## config.mk

```make
export PLATFORM = sky130hd
export DESIGN_NAME = ray_box_closest_hit_flat
export DESIGN_NICKNAME = d
export VERILOG_FILES = /design/src/design/rbch_pkg.sv /design/src/design/rbch_box_if.sv /design/src/design/rbch_hit_if.sv /design/src/design/rbch_ctrl.sv /design/src/design/rbch_datapath.sv /design/src/design/ray_box_closest_hit.sv /design/src/flat_wrapper.sv
export SDC_FILE = /design/constraint.sdc
export NUM_CORES = 2
export LEC_CHECK = 0
export BUFFER_PORTS_ARGS = -buffer_cell sky130_fd_sc_hd__clkbuf_2
export CAP_MARGIN = 5
export CORE_MARGIN = 2
export CORE_UTILIZATION = 56
export DETAILED_ROUTE_END_ITERATION = 7
export MAX_ROUTING_LAYER = met4
export PLACE_DENSITY = 0.76
export SYNTH_ARGS = -nofsm -noshare
export SYNTH_HDL_FRONTEND = slang
export SYNTH_SLANG_ARGS = --single-unit
```

## constraint.sdc

```tcl
create_clock -name clk -period 21.8 [get_ports clk]
set_clock_uncertainty 0.15 [all_clocks]
set_input_delay 2.18 -clock clk [delete_from_list [all_inputs] [get_ports clk]]
set_output_delay 2.18 -clock clk [all_outputs]
set_load 0.05 [all_outputs]
```

## src/design/rbch_pkg.sv

```systemverilog
// Package for the ray/box closest-hit block: register map, controller states,
// the controller/datapath command and status structs. No dependencies.
`timescale 1ns / 1ps

package rbch_pkg;

  localparam int unsigned NUM_REGS   = 7;
  localparam int unsigned ADDR_WIDTH = 5;
  localparam int unsigned STEP_COUNT = 32;

  // Register indexes.
  localparam logic [2:0] REG_ORIGIN_X = 3'd0;
  localparam logic [2:0] REG_ORIGIN_Y = 3'd1;
  localparam logic [2:0] REG_ORIGIN_Z = 3'd2;
  localparam logic [2:0] REG_DIR_X    = 3'd3;
  localparam logic [2:0] REG_DIR_Y    = 3'd4;
  localparam logic [2:0] REG_DIR_Z    = 3'd5;
  localparam logic [2:0] REG_MAX_DIST = 3'd6;

  localparam logic [1:0] AXIS_LAST = 2'd2;
  localparam logic [31:0] NO_HIT_DIST = 32'hFFFF_FFFF;

  typedef enum logic [2:0] {
    S_IDLE,
    S_AXIS,
    S_DIV_START,
    S_DIV_RUN,
    S_DIV_STORE,
    S_AXIS_UPDATE,
    S_FINISH
  } state_t;

  typedef struct packed {
    logic signed [2:0][31:0] origin;
    logic signed [2:0][31:0] dir;
    logic        [30:0]      max_distance;
  } cfg_t;

  typedef struct packed {
    logic       take;
    logic       load;
    logic       zero_check;
    logic       div_start;
    logic       div_step;
    logic       div_store;
    logic       axis_update;
    logic       finish;
    logic [1:0] axis;
    logic       bound_hi;
  } cmd_t;

  typedef struct packed {
    logic box_valid;
    logic dir_zero;
    logic out_free;
  } status_t;

endpackage

```

## src/design/rbch_box_if.sv

```systemverilog
// Input channel carrying one box per transfer.
// Uses no package.
`timescale 1ns / 1ps

interface rbch_box_if;
  logic               valid;
  logic               ready;
  logic        [15:0] box_id;
  logic signed [31:0] box_min_x;
  logic signed [31:0] box_min_y;
  logic signed [31:0] box_min_z;
  logic signed [31:0] box_max_x;
  logic signed [31:0] box_max_y;
  logic signed [31:0] box_max_z;
  logic               last_box;

  modport source (output valid, box_id, box_min_x, box_min_y, box_min_z,
                  box_max_x, box_max_y, box_max_z, last_box, input ready);
  modport sink (input valid, box_id, box_min_x, box_min_y, box_min_z,
                box_max_x, box_max_y, box_max_z, last_box, output ready);
endinterface

```

## src/design/rbch_hit_if.sv

```systemverilog
// Output channel carrying one hit result per transfer.
// Uses no package.
`timescale 1ns / 1ps

interface rbch_hit_if;
  logic        valid;
  logic        ready;
  logic        hit;
  logic [30:0] hit_distance;
  logic        query_done;
  logic        best_found;
  logic [15:0] best_id;
  logic [30:0] best_distance;

  modport source (output valid, hit, hit_distance, query_done, best_found, best_id,
                  best_distance, input ready);
  modport sink (input valid, hit, hit_distance, query_done, best_found, best_id,
                best_distance, output ready);
endinterface

```

## src/design/rbch_ctrl.sv

```systemverilog
// Controller for the slab test: walks the axes, sequences the shared divider
// and hands results to the output register. Depends on rbch_pkg.
`timescale 1ns / 1ps

module rbch_ctrl (
  input  logic              clk,
  input  logic              rst,
  input  rbch_pkg::status_t status,
  output rbch_pkg::cmd_t    cmd
);

  rbch_pkg::state_t state, state_next;
  logic [1:0] axis;
  logic       bound_hi;
  logic [4:0] count;

  always_comb begin
    state_next = state;
    case (state)
      rbch_pkg::S_IDLE: begin
        if (status.box_valid) state_next = rbch_pkg::S_AXIS;
      end
      rbch_pkg::S_AXIS: begin
        if (!status.dir_zero) state_next = rbch_pkg::S_DIV_START;
        else if (axis == rbch_pkg::AXIS_LAST) state_next = rbch_pkg::S_FINISH;
      end
      rbch_pkg::S_DIV_START: state_next = rbch_pkg::S_DIV_RUN;
      rbch_pkg::S_DIV_RUN: begin
        if (count == 5'(rbch_pkg::STEP_COUNT - 1)) state_next = rbch_pkg::S_DIV_STORE;
      end
      rbch_pkg::S_DIV_STORE: begin
        state_next = bound_hi ? rbch_pkg::S_AXIS_UPDATE : rbch_pkg::S_DIV_START;
      end
      rbch_pkg::S_AXIS_UPDATE: begin
        state_next = (axis == rbch_pkg::AXIS_LAST) ? rbch_pkg::S_FINISH : rbch_pkg::S_AXIS;
      end
      rbch_pkg::S_FINISH: begin
        if (status.out_free) state_next = rbch_pkg::S_IDLE;
      end
      default: state_next = rbch_pkg::S_IDLE;
    endcase
  end

  always_comb begin
    cmd             = '0;
    cmd.axis        = axis;
    cmd.bound_hi    = bound_hi;
    cmd.take        = (state == rbch_pkg::S_IDLE);
    cmd.load        = (state == rbch_pkg::S_IDLE) && status.box_valid;
    cmd.zero_check  = (state == rbch_pkg::S_AXIS) && status.dir_zero;
    cmd.div_start   = (state == rbch_pkg::S_DIV_START);
    cmd.div_step    = (state == rbch_pkg::S_DIV_RUN);
    cmd.div_store   = (state == rbch_pkg::S_DIV_STORE);
    cmd.axis_update = (state == rbch_pkg::S_AXIS_UPDATE);
    cmd.finish      = (state == rbch_pkg::S_FINISH) && status.out_free;
  end

  always_ff @(posedge clk) begin
    if (rst) begin
      state    <= rbch_pkg::S_IDLE;
      axis     <= '0;
      bound_hi <= 1'b0;
      count    <= '0;
    end else begin
      state <= state_next;
      if (cmd.load) axis <= '0;
      else if ((cmd.zero_check && axis != rbch_pkg::AXIS_LAST) ||
               (cmd.axis_update && axis != rbch_pkg::AXIS_LAST)) axis <= axis + 2'd1;
      if (state == rbch_pkg::S_AXIS) bound_hi <= 1'b0;
      else if (cmd.div_store) bound_hi <= 1'b1;
      if (cmd.div_start) count <= '0;
      else if (cmd.div_step) count <= count + 5'd1;
    end
  end

endmodule

```

## src/design/rbch_datapath.sv

```systemverilog
// Datapath: captured box, one shared restoring divider for the slab
// distances, the hit interval, the nearest-hit tracker and the output register.
// Depends on rbch_pkg, rbch_box_if and rbch_hit_if.
`timescale 1ns / 1ps

module rbch_datapath (
  input  logic              clk,
  input  logic              rst,
  input  rbch_pkg::cfg_t    cfg,
  input  rbch_pkg::cmd_t    cmd,
  output rbch_pkg::status_t status,
  rbch_box_if.sink          box,
  rbch_hit_if.source        result
);

  logic signed [2:0][31:0] lo;
  logic signed [2:0][31:0] hi;
  logic        [15:0]      id;
  logic                    last;

  logic signed [31:0] tmin, tmax, t1, t2;
  logic               hit_flag;

  logic [31:0] rem, dl, quo, divisor;
  logic        neg, sat;

  logic [31:0] nearest_distance;
  logic [15:0] nearest_id;
  logic        out_valid;

  // Divider setup for the selected axis and bound.
  logic signed [31:0] org_sel, dir_sel, bound_sel;
  logic signed [32:0] num;
  logic        [32:0] num_mag;
  logic        [31:0] dir_mag;

  always_comb begin
    org_sel   = cfg.origin[cmd.axis];
    dir_sel   = cfg.dir[cmd.axis];
    bound_sel = cmd.bound_hi ? hi[cmd.axis] : lo[cmd.axis];
    num       = {bound_sel[31], bound_sel} - {org_sel[31], org_sel};
    num_mag   = num[32] ? 33'(-num) : 33'(num);
    dir_mag   = dir_sel[31] ? 32'(-dir_sel) : 32'(dir_sel);
  end

  // One quotient bit per step.
  logic [32:0] rs;
  logic        fits;
  always_comb begin
    rs   = {rem, dl[31]};
    fits = rs >= {1'b0, divisor};
  end

  // Saturated signed distance from the finished quotient.
  logic signed [31:0] t_div;
  always_comb begin
    if (sat || quo[31]) t_div = neg ? 32'sh8000_0000 : 32'sh7FFF_FFFF;
    else t_div = neg ? 32'(-quo) : 32'(quo);
  end

  // Interval update for one axis.
  logic signed [31:0] t_near, t_far, nmin, nmax;
  always_comb begin
    t_near = (t1 > t2) ? t2 : t1;
    t_far  = (t1 > t2) ? t1 : t2;
    nmin   = (t_near > tmin) ? t_near : tmin;
    nmax   = (t_far < tmax) ? t_far : tmax;
  end

  // Final decision and tracker update.
  logic        hit_final, take_new, found;
  logic [31:0] near_new;
  logic [15:0] id_new;
  always_comb begin
    hit_final = hit_flag && !tmin[31] && (tmin[30:0] <= cfg.max_distance);
    take_new  = hit_final && ({1'b0, tmin[30:0]} < nearest_distance);
    near_new  = take_new ? {1'b0, tmin[30:0]} : nearest_distance;
    id_new    = take_new ? id : nearest_id;
    found     = near_new != rbch_pkg::NO_HIT_DIST;
  end

  assign box.ready         = cmd.take;
  assign status.box_valid  = box.valid;
  assign status.dir_zero   = (dir_sel == '0);
  assign status.out_free   = !out_valid || result.ready;
  assign result.valid      = out_valid;

  always_ff @(posedge clk) begin
    if (cmd.load) begin
      lo   <= {box.box_min_z, box.box_min_y, box.box_min_x};
      hi   <= {box.box_max_z, box.box_max_y, box.box_max_x};
      id   <= box.box_id;
      last <= box.last_box;
      tmin <= '0;
      tmax <= {1'b0, cfg.max_distance};
      hit_flag <= 1'b1;
    end
    if (cmd.zero_check && (org_sel < $signed(lo[cmd.axis]) ||
                           org_sel > $signed(hi[cmd.axis]))) begin
      hit_flag <= 1'b0;
    end
    if (cmd.div_start) begin
      divisor <= dir_mag;
      neg     <= num[32] ^ dir_sel[31];
      sat     <= {15'd0, num_mag} >= {dir_mag, 16'd0};
      rem     <= {15'd0, num_mag[32:16]};
      dl      <= {num_mag[15:0], 16'd0};
      quo     <= '0;
    end
    if (cmd.div_step) begin
      rem <= fits ? 32'(rs - {1'b0, divisor}) : rs[31:0];
      dl  <= {dl[30:0], 1'b0};
      quo <= {quo[30:0], fits};
    end
    if (cmd.div_store) begin
      if (cmd.bound_hi) t2 <= t_div;
      else t1 <= t_div;
    end
    if (cmd.axis_update) begin
      tmin <= nmin;
      tmax <= nmax;
      if (nmin > nmax) hit_flag <= 1'b0;
    end
    if (cmd.finish) begin
      result.hit           <= hit_final;
      result.hit_distance  <= hit_final ? tmin[30:0] : '0;
      result.query_done    <= last;
      result.best_found    <= found;
      result.best_id       <= found ? id_new : '0;
      result.best_distance <= found ? near_new[30:0] : '0;
    end
  end

  always_ff @(posedge clk) begin
    if (rst) begin
      out_valid        <= 1'b0;
      nearest_distance <= rbch_pkg::NO_HIT_DIST;
      nearest_id       <= '0;
    end else begin
      if (cmd.finish) begin
        out_valid <= 1'b1;
        if (last) begin
          nearest_distance <= rbch_pkg::NO_HIT_DIST;
          nearest_id       <= '0;
        end else begin
          nearest_distance <= near_new;
          nearest_id       <= id_new;
        end
      end else if (result.ready) begin
        out_valid <= 1'b0;
      end
    end
  end

endmodule

```

## src/design/ray_box_closest_hit.sv

```systemverilog
// Top level of the ray/box closest-hit block: configuration registers,
// controller and datapath. Depends on rbch_pkg, the channel interfaces,
// rbch_ctrl and rbch_datapath.
`timescale 1ns / 1ps

// One ray is written through the register port (origin, direction, largest
// distance, Q16.16). Boxes then arrive one per transfer; each yields one
// result with its own hit flag and entry distance plus the nearest hit of the
// query so far, the earlier box winning a tie. The box marked last_box closes
// the query and clears the tracker. Boxes are handled one at a time, and a
// finished box waits for the previous result to leave the output register.
// One shared restoring divider produces each of the two slab distances of an
// axis at one quotient bit per cycle; an axis whose direction is zero skips
// the divider. The next box is taken while a finished result still waits in
// the output register.

module ray_box_closest_hit (
  input  logic                              clk,
  input  logic                              rst,
  rbch_box_if.sink                          box,
  rbch_hit_if.source                        result,
  input  logic                              psel,
  input  logic                              penable,
  input  logic                              pwrite,
  input  logic [rbch_pkg::ADDR_WIDTH-1:0]   paddr,
  input  logic [31:0]                       pwdata,
  output logic [31:0]                       prdata,
  output logic                              pready
);

  rbch_pkg::cfg_t    cfg;
  rbch_pkg::cmd_t    cmd;
  rbch_pkg::status_t status;

  logic [2:0] reg_index;
  logic       wr_en;

  assign pready    = 1'b1;
  assign reg_index = paddr[4:2];
  assign wr_en     = psel && penable && pwrite;

  always_ff @(posedge clk) begin
    if (rst) begin
      cfg <= '0;
    end else if (wr_en) begin
      case (reg_index)
        rbch_pkg::REG_ORIGIN_X: cfg.origin[0] <= pwdata;
        rbch_pkg::REG_ORIGIN_Y: cfg.origin[1] <= pwdata;
        rbch_pkg::REG_ORIGIN_Z: cfg.origin[2] <= pwdata;
        rbch_pkg::REG_DIR_X:    cfg.dir[0]    <= pwdata;
        rbch_pkg::REG_DIR_Y:    cfg.dir[1]    <= pwdata;
        rbch_pkg::REG_DIR_Z:    cfg.dir[2]    <= pwdata;
        rbch_pkg::REG_MAX_DIST: cfg.max_distance <= pwdata[30:0];
        default: ;
      endcase
    end
  end

  always_comb begin
    case (reg_index)
      rbch_pkg::REG_ORIGIN_X: prdata = cfg.origin[0];
      rbch_pkg::REG_ORIGIN_Y: prdata = cfg.origin[1];
      rbch_pkg::REG_ORIGIN_Z: prdata = cfg.origin[2];
      rbch_pkg::REG_DIR_X:    prdata = cfg.dir[0];
      rbch_pkg::REG_DIR_Y:    prdata = cfg.dir[1];
      rbch_pkg::REG_DIR_Z:    prdata = cfg.dir[2];
      rbch_pkg::REG_MAX_DIST: prdata = {1'b0, cfg.max_distance};
      default:                prdata = '0;
    endcase
  end

  rbch_ctrl u_ctrl (
    .clk    (clk),
    .rst    (rst),
    .status (status),
    .cmd    (cmd)
  );

  rbch_datapath u_datapath (
    .clk    (clk),
    .rst    (rst),
    .cfg    (cfg),
    .cmd    (cmd),
    .status (status),
    .box    (box),
    .result (result)
  );

  // A box is worked on alone, so the channel closes right after a transfer.
  a_busy_after_take: assert property (@(posedge clk) disable iff (rst)
    (box.valid && box.ready) |=> !box.ready)
    else $error("box channel still open after a transfer");

  // The nearest hit can never be farther than the box that was just hit.
  a_best_covers_hit: assert property (@(posedge clk) disable iff (rst)
    (result.valid && result.hit) |->
      (result.best_found && result.best_distance <= result.hit_distance))
    else $error("nearest hit farther than current hit");

  a_empty_best: assert property (@(posedge clk) disable iff (rst)
    (result.valid && !result.best_found) |->
      (result.best_id == '0 && result.best_distance == '0 && !result.hit))
    else $error("no nearest hit but fields not cleared");

endmodule
```

## src/flat_wrapper.sv

```systemverilog
// flat-port wrapper written by rule: the top's interface ports become plain ports
module ray_box_closest_hit_flat 
  (clk, rst, psel, penable, pwrite, paddr, pwdata, prdata, pready, box_valid, box_box_id, box_box_min_x, box_box_min_y, box_box_min_z, box_box_max_x, box_box_max_y, box_box_max_z, box_last_box, box_ready, result_valid, result_hit, result_hit_distance, result_query_done, result_best_found, result_best_id, result_best_distance, result_ready);
  rbch_box_if box_i ();
  rbch_hit_if result_i ();
  input  logic clk;
  input  logic rst;
  input  logic psel;
  input  logic penable;
  input  logic pwrite;
  input  logic [rbch_pkg::ADDR_WIDTH-1:0] paddr;
  input  logic [31:0] pwdata;
  output logic [31:0] prdata;
  output logic pready;
  input wire logic [$bits(box_i.valid)-1:0] box_valid;
  input wire logic [$bits(box_i.box_id)-1:0] box_box_id;
  input wire logic [$bits(box_i.box_min_x)-1:0] box_box_min_x;
  input wire logic [$bits(box_i.box_min_y)-1:0] box_box_min_y;
  input wire logic [$bits(box_i.box_min_z)-1:0] box_box_min_z;
  input wire logic [$bits(box_i.box_max_x)-1:0] box_box_max_x;
  input wire logic [$bits(box_i.box_max_y)-1:0] box_box_max_y;
  input wire logic [$bits(box_i.box_max_z)-1:0] box_box_max_z;
  input wire logic [$bits(box_i.last_box)-1:0] box_last_box;
  output wire logic [$bits(box_i.ready)-1:0] box_ready;
  output wire logic [$bits(result_i.valid)-1:0] result_valid;
  output wire logic [$bits(result_i.hit)-1:0] result_hit;
  output wire logic [$bits(result_i.hit_distance)-1:0] result_hit_distance;
  output wire logic [$bits(result_i.query_done)-1:0] result_query_done;
  output wire logic [$bits(result_i.best_found)-1:0] result_best_found;
  output wire logic [$bits(result_i.best_id)-1:0] result_best_id;
  output wire logic [$bits(result_i.best_distance)-1:0] result_best_distance;
  input wire logic [$bits(result_i.ready)-1:0] result_ready;
  assign box_i.valid = box_valid;
  assign box_i.box_id = box_box_id;
  assign box_i.box_min_x = box_box_min_x;
  assign box_i.box_min_y = box_box_min_y;
  assign box_i.box_min_z = box_box_min_z;
  assign box_i.box_max_x = box_box_max_x;
  assign box_i.box_max_y = box_box_max_y;
  assign box_i.box_max_z = box_box_max_z;
  assign box_i.last_box = box_last_box;
  assign box_ready = box_i.ready;
  assign result_valid = result_i.valid;
  assign result_hit = result_i.hit;
  assign result_hit_distance = result_i.hit_distance;
  assign result_query_done = result_i.query_done;
  assign result_best_found = result_i.best_found;
  assign result_best_id = result_i.best_id;
  assign result_best_distance = result_i.best_distance;
  assign result_i.ready = result_ready;
  ray_box_closest_hit u_core (.clk(clk), .rst(rst), .box(box_i), .result(result_i), .psel(psel), .penable(penable), .pwrite(pwrite), .paddr(paddr), .pwdata(pwdata), .prdata(prdata), .pready(pready));
endmodule
```

==> impl_metrics.json <==
{
  "hold_buffers": 0,
  "die_x_um": 299,
  "cts_sinks": 816,
  "synthArstFlopShare_pct": 0,
  "drcViolationCount": 0,
  "synth_cell_types": 108,
  "syn-cell-area_um2": 48700,
  "post-route-period-util_pct": 44.6,
  "fin_tns_setup_ns": 0,
  "clock_latency_ns": 0.69,
  "leakage_nw": 21.3,
  "rsz0062_at_grt": "false",
  "dp_hpwl_mm": 106,
  "drt_iter0_drc": 4433,
  "seq_power_share_pct": 28.0,
  "port_buffers": 365,
  "chipHeight_um": 299,
  "ys_seq_area_share_pct": 44.5,
  "path_clk_slew_ns": 0.06,
  "timing.rr.start": "u_core.u_ctrl.axis[0]",
  "finalCriticalPeriod_ns": 9.71,
  "worst_ep_arrival_time_ns": 9.95,
  "r2r_cells": 30,
  "hold_viol_final": 0,
  "antenna_found_initial": 12,
  "ctsResizeCount": 0,
  "vias": 41400,
  "min_from": "u_core.u_ctrl.count[4]",
  "fin_util_pct": 62.9,
  "tightestPinTransition_ns": 1.23,
  "synth_edf_count": 532,
  "p_total_mw": 7.88,
  "synth_seq_cells": 816,
  "synth_nets": 5808,
  "gp_congestion": 0.967,
  "area_growth_pct": 11.6,
  "cts_root_buf": "clkbuf_16",
  "syn_inst": 5215,
  "htree_levels": 3,
  "io_pins": 369,
  "grt.overflow.total": 0,
  "p_comb_share_pct": 53.2,
  "drive_gt1_share_pct": 13.5,
  "cts_tree": "done",
  "whs_ns": 0.314,
  "yosys_warnings": 0,
  "grt_max_degree": 148,
  "power_density_nw_per_um2": 145,
  "row_count": 108,
  "cts_buffers": 87,
  "setup_violations": 0,
  "criticalPathCategory": "reg2reg",
  "avgViaCountPerCell": 6.22,
  "reg2reg_to": "u_core.u_datapath.sat",
  "die_area_um2": 89400,
  "status": "finished, final reports clean",
  "cp.required_ns": 22.03,
  "swShare_pct": 44.1,
  "worstHoldPathCells": 2,
  "post_cts_buffers": 0,
  "cellInternalPower_mw": 4.41,
  "final_nets": 6013,
  "worst_path_max_delay_cell": "dfxtp_4",
  "syn-mean-instance-area_um2": 9.34,
  "wire_per_inst_um": 22.0,
  "finalMaxSlewViolations": 0,
  "synthFlopType": "edfxtp_1",
  "crit_path_start_kind": "flip-flop",
  "endpoint_kind": "flip-flop",
  "postRouteAntennaNets": 0,
  "hold_end": "u_core.u_ctrl.count[4]",
  "cts_max_path_buffers": 3,
  "reg2reg_setup_slack_ns": 12.09,
  "clkPwrFrac_pct": 18.8,
  "worstPathMaxFanout": 45,
  "min-delay-path-class": "reg2reg",
  "grt_pass1_wl_mm": 224,
  "slew_headroom_pct": 17.2,
  "power_switching_mw": 3.47,
  "core_area_um2": 86500,
  "grt_usage_pct": 33.0,
  "crit_path_max_incr_delay_ns": 0.88,
  "peakVddDrop_v": 0.000106,
  "initial_core_util_pct": 56.3,
  "drt_wl_total_mm": 147,
  "firstDrtPassIters": 6,
  "fmax_ghz": 0.103,
  "maxCapViolCount": 0,
  "grt_pass1_vias": 39200
}
## power groups by stage
stage | clock (mW) | sequential [mW] | combinational, mW
3_3_place_gp | 0 | 2.22 | 4.01
3_5_place_dp | 0 | 2.23 | 4.10
4_1_cts | 1.49 | 2.20 | 4.13
5_1_grt | 1.55 | 2.23 | 4.59
2_1_floorplan | 0 | 2.20 | 3.00
6_report | 1.48 | 2.21 | 4.19
## kinds of logic (layout without fill, tap and decap cells)
family,after synthesis,in the layout,share of synthesized area (%)
compound gates,1307,1307,16.3
xor+xnor,112,112,2.03
fa+ha+maj,340,340,8.76
buf+inv,598,874,4.80
flops,816,816,44.5
mux,325,325,7.10
other cells,1,16,0.00770
simple gates,1716,1716,16.6
## synthesized netlist by cell type, drive strengths merged (5+ instances only)
master | instances | area share, %
nand2 | 687 | 5.3
a21oi | 591 | 6.1
edfxtp | 532 | 33
ha | 338 | 8.7
nor2 | 309 | 2.4
dfxtp | 284 | 12
inv | 280 | 2.2
clkbuf | 245 | 1.9
o21ai | 237 | 2.4
mux2i | 231 | 4.7
nor3 | 190 | 2.0
nand3 | 141 | 1.4
a21o | 113 | 1.7
mux2 | 86 | 2.0
buf | 72 | 0.75
nor2b | 72 | 0.92
nand4 | 71 | 0.94
xnor2 | 71 | 1.3
and3 | 51 | 0.65
nand2b | 49 | 0.63
a211oi | 48 | 0.79
o22ai | 48 | 0.62
xor2 | 41 | 0.74
a22oi | 34 | 0.52
nor3b | 32 | 0.49
a31oi | 31 | 0.40
o21a | 30 | 0.46
nor4 | 28 | 0.46
a221oi | 27 | 0.49
o221ai | 26 | 0.47
and2 | 25 | 0.32
o211ai | 17 | 0.26
or3 | 17 | 0.24
a2111oi | 13 | 0.29
o31ai | 10 | 0.15
or2 | 10 | 0.13
or4 | 9 | 0.15
a21boi | 8 | 0.12
mux4 | 8 | 0.37
a311oi | 7 | 0.14
nand3b | 7 | 0.11
o21bai | 7 | 0.11
o41ai | 7 | 0.14
a311o | 5 | 0.10
## layout by cell type, fill, tap and decap left out, drive strengths merged, types with 15 or more instances in the layout
cell / instances
edfxtp: 532
inv: 283
mux2: 86
nor2: 309
dfxtp: 284
a221oi: 27
nor2b: 72
o211ai: 17
and2: 25
or3: 17
nor3b: 32
o22ai: 48
nand3: 141
a211oi: 48
clkbuf: 474
nand2b: 49
buf: 70
xnor2: 71
o21ai: 237
a21o: 113
nor4: 28
o21a: 30
nand4: 71
ha: 338
nand2: 687
xor2: 41
nor3: 190
a21oi: 591
clkinv: 35
mux2i: 231
a31oi: 31
diode: 15
a22oi: 34
and3: 51
o221ai: 26
## sequential cells by signal, indices dropped and copies added (netlist names), 2 cells and up
signal,cells
u_core.cfg,223
u_core.u_ctrl.axis,2
u_core.u_ctrl.count,5
u_core.u_ctrl.state,3
u_core.u_datapath.divisor,32
u_core.u_datapath.dl,16
u_core.u_datapath.hi,96
u_core.u_datapath.id,16
u_core.u_datapath.lo,96
u_core.u_datapath.nearest_distance,32
u_core.u_datapath.nearest_id,16
u_core.u_datapath.quo,32
u_core.u_datapath.rem,32
u_core.u_datapath.result.best_distance,31
u_core.u_datapath.result.best_id,16
u_core.u_datapath.result.hit_distance,31
u_core.u_datapath.t1,32
u_core.u_datapath.t2,32
u_core.u_datapath.tmax,32
u_core.u_datapath.tmin,32
## metal layers
| metal | share of wire (%) | vias up | wire (um) | global-route usage (%) |
|---|---|---|---|---|
| met4 | 6.2 | 0 | 9150 | 17.2 |
| met5 | 0 | - | 0 | - |
| met3 | 8.5 | 476 | 12400 | 5.64 |
| met1 | 38 | 19500 | 55800 | 39.2 |
| met2 | 47 | 2088 | 69500 | 53.8 |
| li1 | - | 19400 | - | - |
## critical path, delay by kind of cell, from the launching register on
kind | cells | cell delay [ns]
compound gates | 14 | 3.97
xor+xnor | 2 | 0.68
fa+ha+maj | 3 | 0.81
buf+inv | 5 | 1.76
flops | 1 | 0.88
mux | 1 | 0.25
simple gates | 5 | 0.77
## stage by stage
step	setup slack (ns)	std cells	instance area, um^2
floorplan	14.33	5215	48700
global placement	12.42	6486	51500
detailed placement	12.35	6486	51500
CTS	12.30	6646	54300
global route	11.72	6658	54400
finish	12.09	6661	54400
## area by class of cell
class	count	area (um^2)
fill	7143	32100
multi-input combinational	3801	24900
sequential	816	21700
clock buffer	111	2350
timing repair buffer	433	2350
tap	1155	1450
inverter	281	1060
clock inverter	49	510
antenna	15	37.5
## worst max-delay path by stage
| stage | slack, ns | start | depth (start not counted) | to |
|---|---|---|---|---|
| CTS | 12.30 | u_core.u_ctrl.axis[0] | 26 | u_core.u_datapath.sat |
| floorplan | 14.33 | u_core.u_ctrl.axis[0] | 35 | u_core.u_datapath.sat |
| global route | 11.72 | u_core.u_ctrl.axis[0] | 30 | u_core.u_datapath.sat |
| detailed placement | 12.35 | u_core.u_ctrl.axis[0] | 26 | u_core.u_datapath.sat |
| global placement | 12.42 | u_core.u_ctrl.axis[0] | 30 | u_core.u_datapath.sat |
| finish | 12.09 | u_core.u_ctrl.axis[0] | 30 | u_core.u_datapath.sat |
(Power assumes the default switching activity.)
